===== src/rtl/efb_pkg.sv =====
// shared constants, beat command type and escape helpers for the escaped frame builder
// no dependencies
package efb_pkg;

  localparam logic [7:0] START_BYTE = 8'h80;
  localparam logic [7:0] END_BYTE   = 8'h81;
  localparam logic [7:0] ESC_BYTE   = 8'h1B;
  localparam logic [7:0] START_SUB  = 8'hE7;
  localparam logic [7:0] END_SUB    = 8'hE8;
  localparam logic [7:0] ESC_SUB    = 8'h00;
  localparam logic [7:0] CHECK_MASK = 8'h7F;

  localparam int CSUM_W = 7;

  // default depth of the command queue between front and back
  localparam int QUEUE_DEPTH_DEF = 4;

  // one classified input beat, as handed from front to back
  typedef struct packed {
    logic              start;  // open a frame before the data
    logic [7:0]        data;
    logic              last;   // close the frame after the data
    logic [CSUM_W-1:0] csum;   // checksum to send when last
  } cmd_t;

  function automatic logic is_special(input logic [7:0] b);
    return (b == START_BYTE) || (b == END_BYTE) || (b == ESC_BYTE);
  endfunction

  // second byte of an escape pair
  function automatic logic [7:0] esc_sub(input logic [7:0] b);
    logic [7:0] r;
    r = ESC_SUB;
    if (b == START_BYTE) begin
      r = START_SUB;
    end else if (b == END_BYTE) begin
      r = END_SUB;
    end
    return r;
  endfunction

endpackage


===== src/rtl/escaped_frame_builder.sv =====
// top level of the escaped frame builder: front, command queue and back
// depends on efb_pkg, efb_front, efb_queue, efb_back
//
// Byte-stuffing framer with an xor checksum. Each input beat carries one payload
// byte and a flag marking the last byte of a frame. The first byte of a frame is
// preceded by start byte 0x80; each special payload byte is escaped (0x80 -> 1B E7,
// 0x81 -> 1B E8, 0x1B -> 1B 00). After the last byte the running xor of the frame,
// masked to 7 bits, goes out escaped the same way, then end byte 0x81. out_run_last
// marks the final output beat caused by each input beat. An input beat yields one to
// six output beats. The back part emits one byte per cycle while out_stall is low,
// through a single output register, so sustained throughput is set by the escaped
// byte count. The front part classifies a beat in the cycle it is accepted and
// parks it in a command queue (QUEUE_DEPTH entries), so input is taken every cycle
// while the queue has room, even with the output stalled. When idle, an accepted
// beat is written into the queue and then loaded into the output register.
module escaped_frame_builder #(
  parameter int QUEUE_DEPTH = efb_pkg::QUEUE_DEPTH_DEF  // at least 2
) (
  input  logic       clk,
  input  logic       rst_n,
  // input channel
  input  logic       in_valid,
  output logic       in_stall,
  input  logic [7:0] in_data_byte,
  input  logic       in_frame_last,
  // result channel
  output logic       out_valid,
  input  logic       out_stall,
  output logic [7:0] out_byte,
  output logic       out_run_last
);

  efb_pkg::cmd_t front_cmd;
  efb_pkg::cmd_t head_cmd;
  logic          push;
  logic          pop;
  logic          q_full;
  logic          q_empty;

  // frame state and checksum live in the front
  efb_front u_front (
    .clk           (clk),
    .rst_n         (rst_n),
    .in_valid      (in_valid),
    .in_data_byte  (in_data_byte),
    .in_frame_last (in_frame_last),
    .q_full        (q_full),
    .in_stall      (in_stall),
    .push          (push),
    .cmd           (front_cmd)
  );

  // decouples input acceptance from output byte expansion
  efb_queue #(
    .DEPTH (QUEUE_DEPTH)
  ) u_queue (
    .clk   (clk),
    .rst_n (rst_n),
    .push  (push),
    .din   (front_cmd),
    .pop   (pop),
    .dout  (head_cmd),
    .full  (q_full),
    .empty (q_empty)
  );

  // walks the head command's bytes, popping it as its last byte is loaded
  efb_back u_back (
    .clk          (clk),
    .rst_n        (rst_n),
    .q_empty      (q_empty),
    .cmd          (head_cmd),
    .out_stall    (out_stall),
    .pop          (pop),
    .out_valid    (out_valid),
    .out_byte     (out_byte),
    .out_run_last (out_run_last)
  );

endmodule


===== src/rtl/efb_front.sv =====
// front part: accepts input beats, tracks the open frame and running xor, builds commands
// depends on efb_pkg
module efb_front (
  input  logic              clk,
  input  logic              rst_n,
  input  logic              in_valid,
  input  logic [7:0]        in_data_byte,
  input  logic              in_frame_last,
  input  logic              q_full,
  output logic              in_stall,
  output logic              push,
  output efb_pkg::cmd_t     cmd
);

  logic       in_frame_r, in_frame_nxt;
  logic [7:0] xor_r, xor_nxt;
  logic [7:0] xor_sum;

  assign in_stall = q_full;
  assign push     = in_valid && !q_full;
  assign xor_sum  = xor_r ^ in_data_byte;

  always_comb begin
    cmd.start = !in_frame_r;
    cmd.data  = in_data_byte;
    cmd.last  = in_frame_last;
    cmd.csum  = xor_sum[efb_pkg::CSUM_W-1:0];
  end

  always_comb begin
    in_frame_nxt = in_frame_r;
    xor_nxt      = xor_r;
    if (push) begin
      if (in_frame_last) begin
        in_frame_nxt = 1'b0;
        xor_nxt      = 8'h00;
      end else begin
        in_frame_nxt = 1'b1;
        xor_nxt      = xor_sum;
      end
    end
  end

  always_ff @(posedge clk) begin
    if (!rst_n) begin
      in_frame_r <= 1'b0;
      xor_r      <= 8'h00;
    end else begin
      in_frame_r <= in_frame_nxt;
      xor_r      <= xor_nxt;
    end
  end

endmodule


===== src/rtl/efb_queue.sv =====
// short command queue between front and back
// depends on efb_pkg
module efb_queue #(
  parameter int DEPTH = efb_pkg::QUEUE_DEPTH_DEF
) (
  input  logic          clk,
  input  logic          rst_n,
  input  logic          push,
  input  efb_pkg::cmd_t din,
  input  logic          pop,
  output efb_pkg::cmd_t dout,
  output logic          full,
  output logic          empty
);

  localparam int PTR_W = $clog2(DEPTH);
  localparam int CNT_W = $clog2(DEPTH + 1);

  efb_pkg::cmd_t mem_r [DEPTH];

  logic [PTR_W-1:0] wr_ptr_r, wr_ptr_nxt;
  logic [PTR_W-1:0] rd_ptr_r, rd_ptr_nxt;
  logic [CNT_W-1:0] cnt_r, cnt_nxt;

  assign full  = (cnt_r == CNT_W'(DEPTH));
  assign empty = (cnt_r == '0);
  assign dout  = mem_r[rd_ptr_r];

  always_comb begin
    wr_ptr_nxt = wr_ptr_r;
    rd_ptr_nxt = rd_ptr_r;
    cnt_nxt    = cnt_r;
    if (push) begin
      wr_ptr_nxt = (wr_ptr_r == PTR_W'(DEPTH - 1)) ? '0 : wr_ptr_r + 1'b1;
    end
    if (pop) begin
      rd_ptr_nxt = (rd_ptr_r == PTR_W'(DEPTH - 1)) ? '0 : rd_ptr_r + 1'b1;
    end
    if (push && !pop) begin
      cnt_nxt = cnt_r + 1'b1;
    end else if (pop && !push) begin
      cnt_nxt = cnt_r - 1'b1;
    end
  end

  always_ff @(posedge clk) begin
    if (!rst_n) begin
      wr_ptr_r <= '0;
      rd_ptr_r <= '0;
      cnt_r    <= '0;
    end else begin
      wr_ptr_r <= wr_ptr_nxt;
      rd_ptr_r <= rd_ptr_nxt;
      cnt_r    <= cnt_nxt;
    end
  end

  always_ff @(posedge clk) begin
    if (push) begin
      mem_r[wr_ptr_r] <= din;
    end
  end

endmodule


===== src/rtl/efb_back.sv =====
// back part: expands one command into its escaped output bytes, one per cycle while out_stall is low
// depends on efb_pkg
module efb_back (
  input  logic          clk,
  input  logic          rst_n,
  input  logic          q_empty,
  input  efb_pkg::cmd_t cmd,
  input  logic          out_stall,
  output logic          pop,
  output logic          out_valid,
  output logic [7:0]    out_byte,
  output logic          out_run_last
);

  localparam int NPH = 6;
  localparam logic [2:0] PH_START     = 3'd0;
  localparam logic [2:0] PH_DATA_HEAD = 3'd1;
  localparam logic [2:0] PH_DATA_TAIL = 3'd2;
  localparam logic [2:0] PH_CSUM_HEAD = 3'd3;
  localparam logic [2:0] PH_CSUM_TAIL = 3'd4;
  localparam logic [2:0] PH_END       = 3'd5;

  logic [NPH-1:0] done_r, done_nxt;
  logic [NPH-1:0] mask, remaining, sel;
  logic [2:0]     phase;
  logic [7:0]     csum_byte;
  logic [7:0]     byte_sel;
  logic           is_last;
  logic           load, emit;

  logic       out_valid_r, out_valid_nxt;
  logic [7:0] out_byte_r, out_byte_nxt;
  logic       out_run_last_r, out_run_last_nxt;

  assign csum_byte = {1'b0, cmd.csum};

  // which bytes this command produces
  always_comb begin
    mask[PH_START]     = cmd.start;
    mask[PH_DATA_HEAD] = 1'b1;
    mask[PH_DATA_TAIL] = efb_pkg::is_special(cmd.data);
    mask[PH_CSUM_HEAD] = cmd.last;
    mask[PH_CSUM_TAIL] = cmd.last && efb_pkg::is_special(csum_byte);
    mask[PH_END]       = cmd.last;
  end

  assign remaining = mask & ~done_r;
  assign sel       = remaining & (~remaining + 1'b1);
  assign is_last   = (remaining == sel);

  always_comb begin
    priority if (remaining[PH_START]) begin
      phase = PH_START;
    end else if (remaining[PH_DATA_HEAD]) begin
      phase = PH_DATA_HEAD;
    end else if (remaining[PH_DATA_TAIL]) begin
      phase = PH_DATA_TAIL;
    end else if (remaining[PH_CSUM_HEAD]) begin
      phase = PH_CSUM_HEAD;
    end else if (remaining[PH_CSUM_TAIL]) begin
      phase = PH_CSUM_TAIL;
    end else begin
      phase = PH_END;
    end
  end

  always_comb begin
    unique case (phase)
      PH_START: begin
        byte_sel = efb_pkg::START_BYTE;
      end
      PH_DATA_HEAD: begin
        byte_sel = efb_pkg::is_special(cmd.data) ? efb_pkg::ESC_BYTE : cmd.data;
      end
      PH_DATA_TAIL: begin
        byte_sel = efb_pkg::esc_sub(cmd.data);
      end
      PH_CSUM_HEAD: begin
        byte_sel = efb_pkg::is_special(csum_byte) ? efb_pkg::ESC_BYTE : csum_byte;
      end
      PH_CSUM_TAIL: begin
        byte_sel = efb_pkg::esc_sub(csum_byte);
      end
      default: begin
        byte_sel = efb_pkg::END_BYTE;
      end
    endcase
  end

  // output register takes a new beat when empty or drained
  assign load = !out_valid_r || !out_stall;
  assign emit = load && !q_empty;
  assign pop  = emit && is_last;

  always_comb begin
    done_nxt         = done_r;
    out_valid_nxt    = out_valid_r;
    out_byte_nxt     = out_byte_r;
    out_run_last_nxt = out_run_last_r;
    if (load) begin
      out_valid_nxt = emit;
    end
    if (emit) begin
      out_byte_nxt     = byte_sel;
      out_run_last_nxt = is_last;
      done_nxt         = is_last ? '0 : (done_r | sel);
    end
  end

  always_ff @(posedge clk) begin
    if (!rst_n) begin
      done_r      <= '0;
      out_valid_r <= 1'b0;
    end else begin
      done_r      <= done_nxt;
      out_valid_r <= out_valid_nxt;
    end
  end

  always_ff @(posedge clk) begin
    out_byte_r     <= out_byte_nxt;
    out_run_last_r <= out_run_last_nxt;
  end

  assign out_valid    = out_valid_r;
  assign out_byte     = out_byte_r;
  assign out_run_last = out_run_last_r;

endmodule

===== config.mk =====
export PLATFORM = sky130hd
export DESIGN_NAME = escaped_frame_builder
export DESIGN_NICKNAME = d
export VERILOG_FILES = /design/src/rtl/efb_pkg.sv /design/src/rtl/escaped_frame_builder.sv /design/src/rtl/efb_front.sv /design/src/rtl/efb_queue.sv /design/src/rtl/efb_back.sv
export SDC_FILE = /design/constraint.sdc
export NUM_CORES = 1
export LEC_CHECK = 0
export BUFFER_PORTS_ARGS = -buffer_cell sky130_fd_sc_hd__buf_2
export CAP_MARGIN = 20
export CORE_ASPECT_RATIO = 0.6
export CORE_MARGIN = 3
export CORE_UTILIZATION = 54
export CTS_BUF_LIST = sky130_fd_sc_hd__clkbuf_16
export DETAILED_ROUTE_END_ITERATION = 7
export HOLD_SLACK_MARGIN = 0.03
export PLACE_DENSITY_LB_ADDON = 0.25
export SETUP_SLACK_MARGIN = 0.2
export SYNTH_ARGS = -nofsm -noshare
export SYNTH_HDL_FRONTEND = slang
export SYNTH_SLANG_ARGS = --single-unit

===== constraint.sdc =====
create_clock -name clk -period 3.3 [get_ports clk]
set_input_delay 0.165 -clock clk [delete_from_list [all_inputs] [get_ports clk]]
set_output_delay 0.165 -clock clk [all_outputs]
set_load 0.03 [all_outputs]

# --- Word-level counts from Yosys, hierarchy flattened ---
# Memories as Yosys holds them, arrays and structs flattened. A register that Yosys moved wholly into a read port is not among the register bits.
# Cells that the tools add are included.
totals:
  rom_bits: 0
  n_memories: 1
  latchBits: 0
  mem_bits_rw: 68
  reg_bits: 32
  inputBits: 13
  word_cells: 73
  output_inout_bits: 11
mem_list:
  columns: ["name", "depth", "width", "rd", "rd_clocked_by_memory_dff", "wr", "line_no", "source"]
  rows:
  - ["u_queue.mem_r", 4, 17, 1, 1, 1, "efb_queue.sv:19", "efb_pkg::cmd_t mem_r [DEPTH];"]
classes:
  bitwise_logic: 6
  eq_ne: 12
  n_mux: 21
  reduce_logical: 19
  div: 0
  addsub: 5
  order_cmp: 0
  mul: 0
  n_shift: 0
op_table:
  columns: ["cell", "count"]
  rows:
  - ["one-hot mux 8 bit (5 select lines)", 1]
  - ["2-to-1 mux 8 bit", 4]
  - ["2-to-1 mux 3 bit", 6]
  - ["equality test 8 bit (second input constant)", 2]
  - ["bitwise AND 6 bit", 2]
  - ["inverter 6 bit", 2]
  - ["equality test 8 x 5 -> 1 bit (second input constant)", 1]
  - ["2-to-1 mux 2 bit", 4]
  - ["bitwise XOR 8 bit", 1]
  - ["equality test 7 x 5 -> 1 bit (second input constant)", 1]
  - ["zero test 1 bit", 7]
  - ["2-to-1 mux 7 bit", 1]
  - ["adder 6 x 1 -> 6 bit (second input constant)", 1]
  - ["equality test 3 x 2 -> 1 bit (second input constant)", 2]
  - ["equality test 3 bit (second input constant)", 2]
  - ["equality test 6 bit", 1]
  - ["logical AND 1 bit", 6]
  - ["zero test 3 bit", 2]
  - ["2-to-1 mux 6 bit", 1]
  - ["bitwise OR 6 bit", 1]
  - ["adder 2 x 1 -> 2 bit (second input constant)", 2]
  - ["equality test 2 bit (second input constant)", 2]
  - ["2-to-1 mux 1 bit", 4]
  - ["adder 3 x 1 -> 3 bit (second input constant)", 1]
  - ["other kinds (4)", 6]

# --- Longest topological paths before layout ---
# Gate-level depths: netlist (run 1).
logic_depth:
  word_depth: 12
  mapped_depth: 14
  mapped_depth_nobuf: 12

# --- Cells and area by module ---
# From an unflattened synthesis (run 1), not the netlist that was laid out.
hier_totals:
  hier_cells: 293
  hier_area_um2: 4428.0
by_module_without_submodules:
  columns: ["mod", "instances", "area_per_inst_um2", "seq_area_each_um2", "cells_per_inst"]
  rows:
  - ["efb_queue", 1, 2950.3, 2222.1, 133]
  - ["efb_back", 1, 912.1, 410.4, 97]
  - ["efb_front", 1, 565.5, 160.2, 63]

# --- Least setup slack after synthesis (run 1) ---
# OpenSTA, ideal clock, no wires.
synth_timing:
  kind: "flip-flop to flip-flop"
  startpoint: "register (tool-made name)"
  endpoint: "register u_queue.cnt_r[2]"
  path_buffers: 2
  path_slack_ns: 0.112
  setup_time_ns: 0.076
  period_less_slack_ns: 3.188
  arrival_time_ns: 3.113
  required_ns: 3.224
  stages_incl_launch_ff: 15
  cell_sequence: "dfxtp_1 > buf_6 > buf_6 > mux4_2 > nor4b_4 > a21oi_2 > o221ai_1 > nand2_1 > inv_1 > ha_1 > inv_1 > fa_1 > xor2_1 > or3_1 > a21boi_0"
synth_rtl:
  columns: ["element", "line_no", "source"]
  rows:
  - ["end signal: assignment", "efb_queue.sv:54", "cnt_r <= cnt_nxt;"]
  - ["end: declaration", "efb_queue.sv:23", "logic [CNT_W-1:0] cnt_r, cnt_nxt;"]

==> results of run 1 <==
## synthesized netlist by cell type, types with 3 or more instances
master,number
a21boi_0,3
a221o_1,3
inv_1,11
nor2b_1,10
mux4_2,4
mux2i_1,3
a21oi_1,16
nor3_1,4
and2_1,8
nand2b_1,3
dfxtp_1,24
nand2_1,17
o21ai_0,5
nor2_1,7
mux4_1,13
nand3_1,3
edfxtp_1,77
nor3b_1,8
clkbuf_1,3
or3_1,3
xor2_1,8
ha_1,6
## stage by stage
step	instance area (µm²)	hold slack [ns]	std cells	utilization (%)
4_1_cts	4930	0.0525	420	65.7
6_report	4980	0.0676	425	66.4
2_1_floorplan	4330	0.264	276	-
3_3_place_gp	4590	0.381	402	61.2
3_5_place_dp	4590	0.389	402	61.2
5_1_grt	4980	0.0674	425	66.4
## critical path, cell delays in order, from the launching register on
cell,delay [ns]
dfxtp_4,0.41
buf_12,0.14
mux4_2,0.55
nor4b_4,0.34
a21oi_2,0.08
o221ai_2,0.22
nand2_2,0.11
inv_2,0.08
ha_4,0.13
inv_1,0.05
fa_2,0.33
xor2_1,0.15
or3_1,0.30
a21boi_1,0.12
## power groups by stage
stage | clock [W] | combinational (W) | sequential (W)
final | 0.00104 | 0.00144 | 0.00174
after global routing | 0.00112 | 0.00155 | 0.00176
after CTS | 0.00107 | 0.00135 | 0.00173
after detailed placement | 0 | 0.00131 | 0.00175
after global placement | 0 | 0.00128 | 0.00174
after floorplan | 0 | 0.000853 | 0.00185
## timing repair
action,CTS,global route
pin swaps,1,4
gates resized for setup,8,7
gates cloned,0,1
setup endpoints to repair,2,2
hold buffers,1,0
buffers inserted,1,4
endpoints found under the hold margin,4,0
## state kept, by name, summed over array words and instances, names as in the netlist, 2 cells and up, named ones only
name and flops:
u_queue.mem_r 68, u_back.out_byte 8, u_front.xor_r 7, u_back.done_r 6
u_queue.cnt_r 3, u_queue.rd_ptr_r 2, u_queue.wr_ptr_r 2
## metal layers
metal | share of wire (%) | vias to the layer above | global-route usage (%) | wire length, µm
met4 | 1.3 | 0 | 6.34 | 108
met5 | 0 | - | 0 | 0
li1 | - | 1146 | - | -
met1 | 49 | 1219 | 30.4 | 4170
met2 | 43 | 78 | 27.3 | 3650
met3 | 7.2 | 9 | 6.08 | 615
## kinds of logic after synthesis
family | after synthesis | share of synthesized area, %
xor+xnor | 9 | 1.83
buf+inv | 20 | 2.17
mux | 20 | 10.7
flops | 101 | 64.7
fa+ha+maj | 8 | 2.43
simple gates | 73 | 11.0
compound gates | 45 | 7.22
## layout make-up
type / instances / area, µm²
clock inverter: 7 / 75.1
inverter: 11 / 41.3
timing repair buffer: 38 / 260
clock buffer: 9 / 225
fill: 544 / 2520
tap: 104 / 130
multi-input combinational: 155 / 1460
sequential: 101 / 2800
## path summary, 6_finish.rpt
path,slack [ns],start,end,cells past startpoint
worst max register to register,0.25,register,u_queue.cnt_r[2]$_SDFFE_PN0P_,13
worst max-delay path,0.25,register,u_queue.cnt_r[2]$_SDFFE_PN0P_,13
worst min-delay path,0.07,in_data_byte[6],u_queue.mem_r[0][14]$_DFFE_PP_,1
worst min register to register,0.46,u_back.done_r[5]$_SDFFE_PN0P_,u_back.done_r[5]$_SDFFE_PN0P_,2
==> results.cfg, run 1 <==
[power_and_ir_drop]
p_clk_share_pct = 24.7
leakagePower_nw = 1.76
ir_worst_vdd_mv = 0.390
power.density_mw_per_mm2 = 846
internal_power_w = 0.00284
pwr-share-comb_pct = 34.2
power_switching_w = 0.00138
switching_share_pct = 32.6
power_frac_seq_pct = 41.2
power_w = 0.00422

[grt]
antenna_found_initial = 0
grt_pass1_vias = 2304
grt_use_total_pct = 19.9
grt_max_degree = 20
grt_first_pass_wirelength_um = 12800
grt.overflow.total = 0

[logic_synthesis]
synth_area_leaders = edfxtp_1, dfxtp_1, mux4_1, mux4_2, a21oi_1
ys_types = 52
yosysSeqAreaShare_pct = 64.7
syn_inst = 276
syn_avg_cell_area_um2 = 15.6
async_flop_share_pct = 0
yosysTopAreaCellShare_pct = 53.6
yosys_register_bits = 101
syn-num-nets = 296
synth_edf_count = 77
yosysWarnings = 0
synth_area_mm2 = 0.00432
ys.flop_type = edfxtp_1
yosysTopAreaCell = edfxtp_1

[sta]
finalCritPeriodShare_pct = 92.4
tns_ns = 0
slew_viol_final = 0
rsz0062_at_grt = true
fin_skew_ns = 0.00913
finalHoldViolCount = 0
worstMarginPinSlew_ns = 0.969
layout_min_cycle_time_ns = 3.05
worst_slack_ns = 0.252
relSlewSlack_pct = 35.4
finalSetupViolCount = 0
clock.fmax_mhz = 328

[die]
fp.dieH_um = 75.3
row_count = 24
die_w_um = 121
die_area_mm2 = 0.00914
core_mm2 = 0.00751
io_pins = 24
start_util_pct = 57.5

[cts]
ctsRootBufferMaster = clkbuf_16
worst_skew_pair.late_latency_ns = 0.34
clk_path_buf_depth = 2
clk_pin_slew_ns = 0.07
cts_tree = yes
htreeDepth = 3
cts_made_buffers = 9
cts.sink_count = 101

[flow_run]
drv_cap = 0

[detailed_routing]
drt.antenna.violating_nets = 0
totalWireLength_um = 8540
post_drt_wl_per_cell_um = 20.1
drc = 0
drtIter0Drc = 174
dr.pass1.iters = 4
num_vias = 2452
routed_via_density = 5.77

[worst_setup_path]
endpoint_kind = register
cp_max_fo = 5
crit_arrival_ns = 3.33
critPathRequiredTime_ns = 3.58
critPathLaunchType = register
critPathKind = register to register

[status]
status = completed

[placement]
place_ws_ns = 0.0854
port_buffers = 23
dp_hpwl_um = 5540
place_congestion = 0.861

[final_layout]
drive_above_1_share_pct = 26.2
layout_commonest_cell = edfxtp_1
area_delta_synth_final_pct = 15.4
nNetsFinal = 336
most-common-layout-cells = edfxtp_1, dfxtp_1, buf_2, a21oi_1, nand2_1
antennaDiodeCount = 0

[hold_path]
hp-class = input pin to register
Note: power is estimated with default switching activity, not from simulation.
==> run 2, diff against run 1 <==
BUFFER_PORTS_ARGS = -buffer_cell sky130_fd_sc_hd__buf_4   (was -buffer_cell sky130_fd_sc_hd__buf_2)
==> results.cfg, run 2 (synthesized netlist as in run 1, its figures left out) <==
[cts]
ctsRootBufferMaster = clkbuf_16
clk_path_buf_depth = 2
clk_pin_slew_ns = 0.07
cts_made_buffers = 9
htreeDepth = 3
worst_skew_pair.late_latency_ns = 0.35
cts_tree = yes
cts.sink_count = 101

[worst_setup_path]
cp_max_fo = 6
critPathLaunchType = register
crit_arrival_ns = 3.39
critPathRequiredTime_ns = 3.58
critPathKind = register to register
endpoint_kind = register

[sta]
worst_slack_ns = 0.185
worstMarginPinSlew_ns = 0.969
finalSetupViolCount = 0
finalCritPeriodShare_pct = 94.4
slew_viol_final = 0
rsz0062_at_grt = true
relSlewSlack_pct = 35.4
tns_ns = 0
layout_min_cycle_time_ns = 3.12
fin_skew_ns = 0.00791
clock.fmax_mhz = 321
finalHoldViolCount = 0

[grt]
antenna_found_initial = 0
grt_use_total_pct = 20.3
grt.overflow.total = 0
grt_max_degree = 20
grt_pass1_vias = 2378
grt_first_pass_wirelength_um = 13200

[power_and_ir_drop]
leakagePower_nw = 1.79
power.density_mw_per_mm2 = 832
ir_worst_vdd_mv = 0.421

[hold_path]
hp-class = input pin to register

[final_layout]
antennaDiodeCount = 0
largest_register_ffs = 68
regMostFlops = u_queue.mem_r
layout_commonest_cell = edfxtp_1
most-common-layout-cells = edfxtp_1, buf_4, dfxtp_1, a21oi_1, nand2_1
drive_above_1_share_pct = 26.1
area_delta_synth_final_pct = 17.0
nNetsFinal = 341

[die]
start_util_pct = 57.5
die_w_um = 121
core_mm2 = 0.00751
io_pins = 24
die_area_mm2 = 0.00914
row_count = 24
fp.dieH_um = 75.3

[detailed_routing]
dr.pass1.iters = 5
drc = 0
drt.antenna.violating_nets = 0
totalWireLength_um = 8770
routed_via_density = 5.90
drtIter0Drc = 422
post_drt_wl_per_cell_um = 20.4
num_vias = 2539

[placement]
place_congestion = 0.859
dp_hpwl_um = 5830
place_ws_ns = 0.0694
port_buffers = 23

[flow_run]
drv_cap = 0

[status]
status = completed
[run 2: worst max-delay path, cell delays in order (launching register included)]
cell and delay (ns):
dfxtp_4 0.38, buf_12 0.13, buf_6 0.13, mux4_2 0.56, nor3_4 0.25, nand2_2 0.10
o221ai_2 0.21, nand2_2 0.10, inv_2 0.07, ha_4 0.13, inv_1 0.05, fa_2 0.33
xor2_1 0.15, or3_1 0.35, a21boi_1 0.12
[run 2: timing repair]
item,4_1_cts,5_1_grt
endpoints found under the hold margin,8,0
endpoints found under the setup margin,1,2
pin swaps,4,7
resized for setup,5,9
setup buffers,1,9
hold buffers,2,0
[run 2: report_power, final]
group / total (W) / internal [W] / switching, W
clock: 0.000964 / 0.000513 / 0.000451
combinational: 0.00151 / 0.000671 / 0.000839
sequential: 0.00173 / 0.00163 / 0.0000973
total: 0.00421 / 0.00282 / 0.00139
[run 2: layer usage]
metal	up-vias	part of all wire (%)	GRT usage [%]	routed length (µm)
met5	-	0	0	0
met4	0	1.7	8.57	150
met3	16	9.2	6.08	807
met2	130	44	28.9	3860
met1	1243	45	29.5	3950
li1	1150	-	-	-
[run 2: area by class of cell]
| cell class | count | area (µm²) |
|---|---|---|
| Clock buffer | 9 | 225 |
| Fill cell | 519 | 2460 |
| Tap cell | 104 | 130 |
| Clock inverter | 7 | 47.5 |
| Sequential cell | 101 | 2800 |
| Timing Repair Buffer | 43 | 344 |
| Inverter | 11 | 41.3 |
| Multi-Input combinational cell | 155 | 1470 |
[run 2: final timing paths]
path / start / endpoint / slack (ns) / depth (start not counted)
setup / recovery: register / u_queue.cnt_r[2]$_SDFFE_PN0P_ / 0.18 / 14
hold reg to reg: u_back.out_valid$_SDFFE_PN0P_ / u_back.out_valid$_SDFFE_PN0P_ / 0.48 / 2
hold / removal: in_data_byte[6] / u_queue.mem_r[1][14]$_DFFE_PP_ / 0.04 / 1
setup reg to reg: register / u_queue.cnt_r[2]$_SDFFE_PN0P_ / 0.18 / 14
[run 2: metrics by stage]
stage          hold WS, ns  std cells  total power (W)  cell area (µm²)  util, %
6_report            0.0396        430          0.00421             5050     67.3
5_1_grt             0.0362        430          0.00441             5050     67.3
4_1_cts             0.0313        421          0.00408             4940     65.9
3_5_place_dp         0.379        402          0.00309             4650     62.0
3_3_place_gp         0.368        402          0.00306             4650     62.0
2_1_floorplan        0.264        276          0.00270             4330        -
==> run 3, diff against run 2 <==
PLACE_DENSITY = 0.75   (was unset)
PLACE_DENSITY_LB_ADDON = unset   (was 0.25)
SYNTH_HIERARCHICAL = 1   (was unset)
==> results.cfg, run 3 <==
[die]
core_mm2 = 0.00760
fp.dieH_um = 76.1
start_util_pct = 58.3
die_w_um = 123
io_pins = 24
die_area_mm2 = 0.00936
row_count = 24

[detailed_routing]
totalWireLength_um = 8780
post_drt_wl_per_cell_um = 19.1
top_layer = met4
drc = 0
wl_met3_um = 670
dr.pass1.iters = 5
num_vias = 2675
routed_via_density = 5.82
drtIter0Drc = 269
drt-met1-wl_um = 4120
drt.antenna.violating_nets = 0
dr_wl_met2_um = 3940

[hold_path]
hp-class = input pin to register
hold_end = u_queue/mem_r[2][12]$_DFFE_PP_
hold_start = in_data_byte[4]
min_path_cells = 1

[power_and_ir_drop]
ir_worst_vdd_mv = 0.443
power.density_mw_per_mm2 = 785
power_w = 0.00414
leakagePower_nw = 1.89

[worst_setup_path]
r2r_setup_slack_ns = -0.45
r2r-end = u_queue/cnt_r[2]$_SDFFE_PN0P_
crit_arrival_ns = 4.02
cp_max_fo = 6
critPathLaunchType = register
path_cells = mux4_2 > or2_2 > or3_4 > maj3_2 > a311o_2 > and3_4 > inv_4 > ha_4 > inv_2 > fa_2 > xor2_1 > or3_1 > a21boi_2
max_stage_delay_ns = 0.52
critPathRequiredTime_ns = 3.57
r2r.worst_path.cells = 13
endpoint_kind = register
critPathKind = register to register
cp_slowest_cell = mux4_2

[logic_synthesis]
yosysTopAreaCell = edfxtp_1
post-synth-top-count-cell = edfxtp_1
syn_avg_cell_area_um2 = 15.1
ys_types = 54
syn_inst = 293
ys.flop_type = edfxtp_1
synth_area_leaders = edfxtp_1, dfxtp_1, mux4_2, mux4_1, buf_4
ys_top_cells_by_count = edfxtp_1, dfxtp_1, nor2_1
yosys_register_bits = 101
async_flop_share_pct = 0
yosysTopAreaCellShare_pct = 52.2
yosysWarnings = 6
yosysSeqAreaShare_pct = 63.1
synth_edf_count = 77
synth_area_mm2 = 0.00443
syn-num-nets = 313

[cts]
clk_path_buf_depth = 2
htreeDepth = 3
ctsRootBufferMaster = clkbuf_16
clk_pin_slew_ns = 0.07
worst_skew_pair.late_latency_ns = 0.33
cts_tree = yes
cts.sink_count = 101
cts_made_buffers = 9

[grt]
grt_pass1_vias = 2551
grt.overflow.total = 0
grt_max_degree = 26
grt_first_pass_wirelength_um = 14100
grt_use_total_pct = 19.9
antenna_found_initial = 0

[sta]
slew_viol_final = 0
tns_ns = -0.838
finalHoldViolCount = 0
fin_skew_ns = 0.0112
worst_slack_ns = -0.453
whs_ns = 0.0606
finalSetupViolCount = 6
clock.fmax_mhz = 266
finalCritPeriodShare_pct = 114
layout_min_cycle_time_ns = 3.75
rsz0062_at_grt = true
worstMarginPinSlew_ns = 0.871
relSlewSlack_pct = 41.9

[final_layout]
most-common-layout-cells = edfxtp_1, buf_4, dfxtp_1, nor2_1, nand2_1
fin_cells = 460
antennaDiodeCount = 0
nNetsFinal = 371
regMostFlops = u_queue/mem_r
layout_commonest_cell = edfxtp_1
area_delta_synth_final_pct = 19.0
drive_above_1_share_pct = 33.1
largest_register_ffs = 68

[flow_run]
drv_cap = 0

[status]
status = finished, violations left
violations = negative setup slack

[placement]
place_ws_ns = -0.457
place_inst = 435
place_congestion = 0.866
dp_hpwl_um = 6180
port_buffers = 23
## run 3: area by class of cell
class | instances | area [µm²]
Multi-Input combinational cell | 162 | 1480
Fill cell | 507 | 2330
Timing Repair Buffer | 68 | 528
Clock inverter | 7 | 73.8
Sequential cell | 101 | 2800
Clock buffer | 9 | 225
Inverter | 9 | 36.3
Tap cell | 104 | 130
## run 3: worst max path at each step
| stage | start | end | slack (ns) |
|---|---|---|---|
| floorplan | register | u_queue/cnt_r[2]$_SDFFE_PN0P_ | -0.65 |
| global placement | register | u_queue/cnt_r[2]$_SDFFE_PN0P_ | -0.37 |
| detailed placement | register | u_queue/cnt_r[2]$_SDFFE_PN0P_ | -0.46 |
| CTS | register | u_queue/cnt_r[2]$_SDFFE_PN0P_ | -0.42 |
| global route | register | u_queue/cnt_r[2]$_SDFFE_PN0P_ | -0.57 |
| finish | register | u_queue/cnt_r[2]$_SDFFE_PN0P_ | -0.45 |
## run 3: worst max-delay path: cells and delay by family (launching register included)
kind / cells / cell delay, ns
flops: 1 / 0.40
xor+xnor: 1 / 0.15
fa+ha+maj: 3 / 0.77
compound gates: 2 / 0.50
buf+inv: 2 / 0.09
mux: 1 / 0.52
simple gates: 4 / 1.24
## run 3: logic make-up (layout without fill, tap and decap cells)
logic type               Yosys count  in the layout  share of synthesized area [%]
multiplexers                      24             24                           10.8
AO/OA/AOI/OAI                     52             52                           8.65
buffers and inverters             30             93                           4.44
XOR/XNOR                           9              9                           1.78
AND/OR/NAND/NOR                   69             69                           8.84
flip-flops                       101            101                           63.1
adder cells (fa/ha/maj)            8              8                           2.40
## run 3: routing by layer
metal / up-vias / GRT usage (%)
met5: - / 0
met4: 0 / 3.91
met2: 107 / 28.1
met1: 1319 / 30.7
li1: 1241 / -
met3: 8 / 6.23
## run 3: report_power, final
part	total (W)	leakage (nW)	switching (W)	internal (W)
logic	0.00137	0.836	0.000733	0.000636
clock network	0.00103	0.151	0.000442	0.000593
registers	0.00173	0.906	0.000111	0.00162
## run 3: timing repair
action / in CTS / in global routing
pin swaps: 2 / 1
hold endpoints to repair: 4 / 0
endpoints found under the setup margin: 4 / 7
hold buffers: 1 / 0
buffers inserted: 3 / 5
gates resized for setup: 5 / 5
## run 3: stage by stage
stage               util, %  cell area, µm²
CTS                    68.7            5220
finish                 69.3            5270
floorplan                 -            4460
global placement       64.0            4870
global route           69.3            5270
detailed placement     64.0            4870
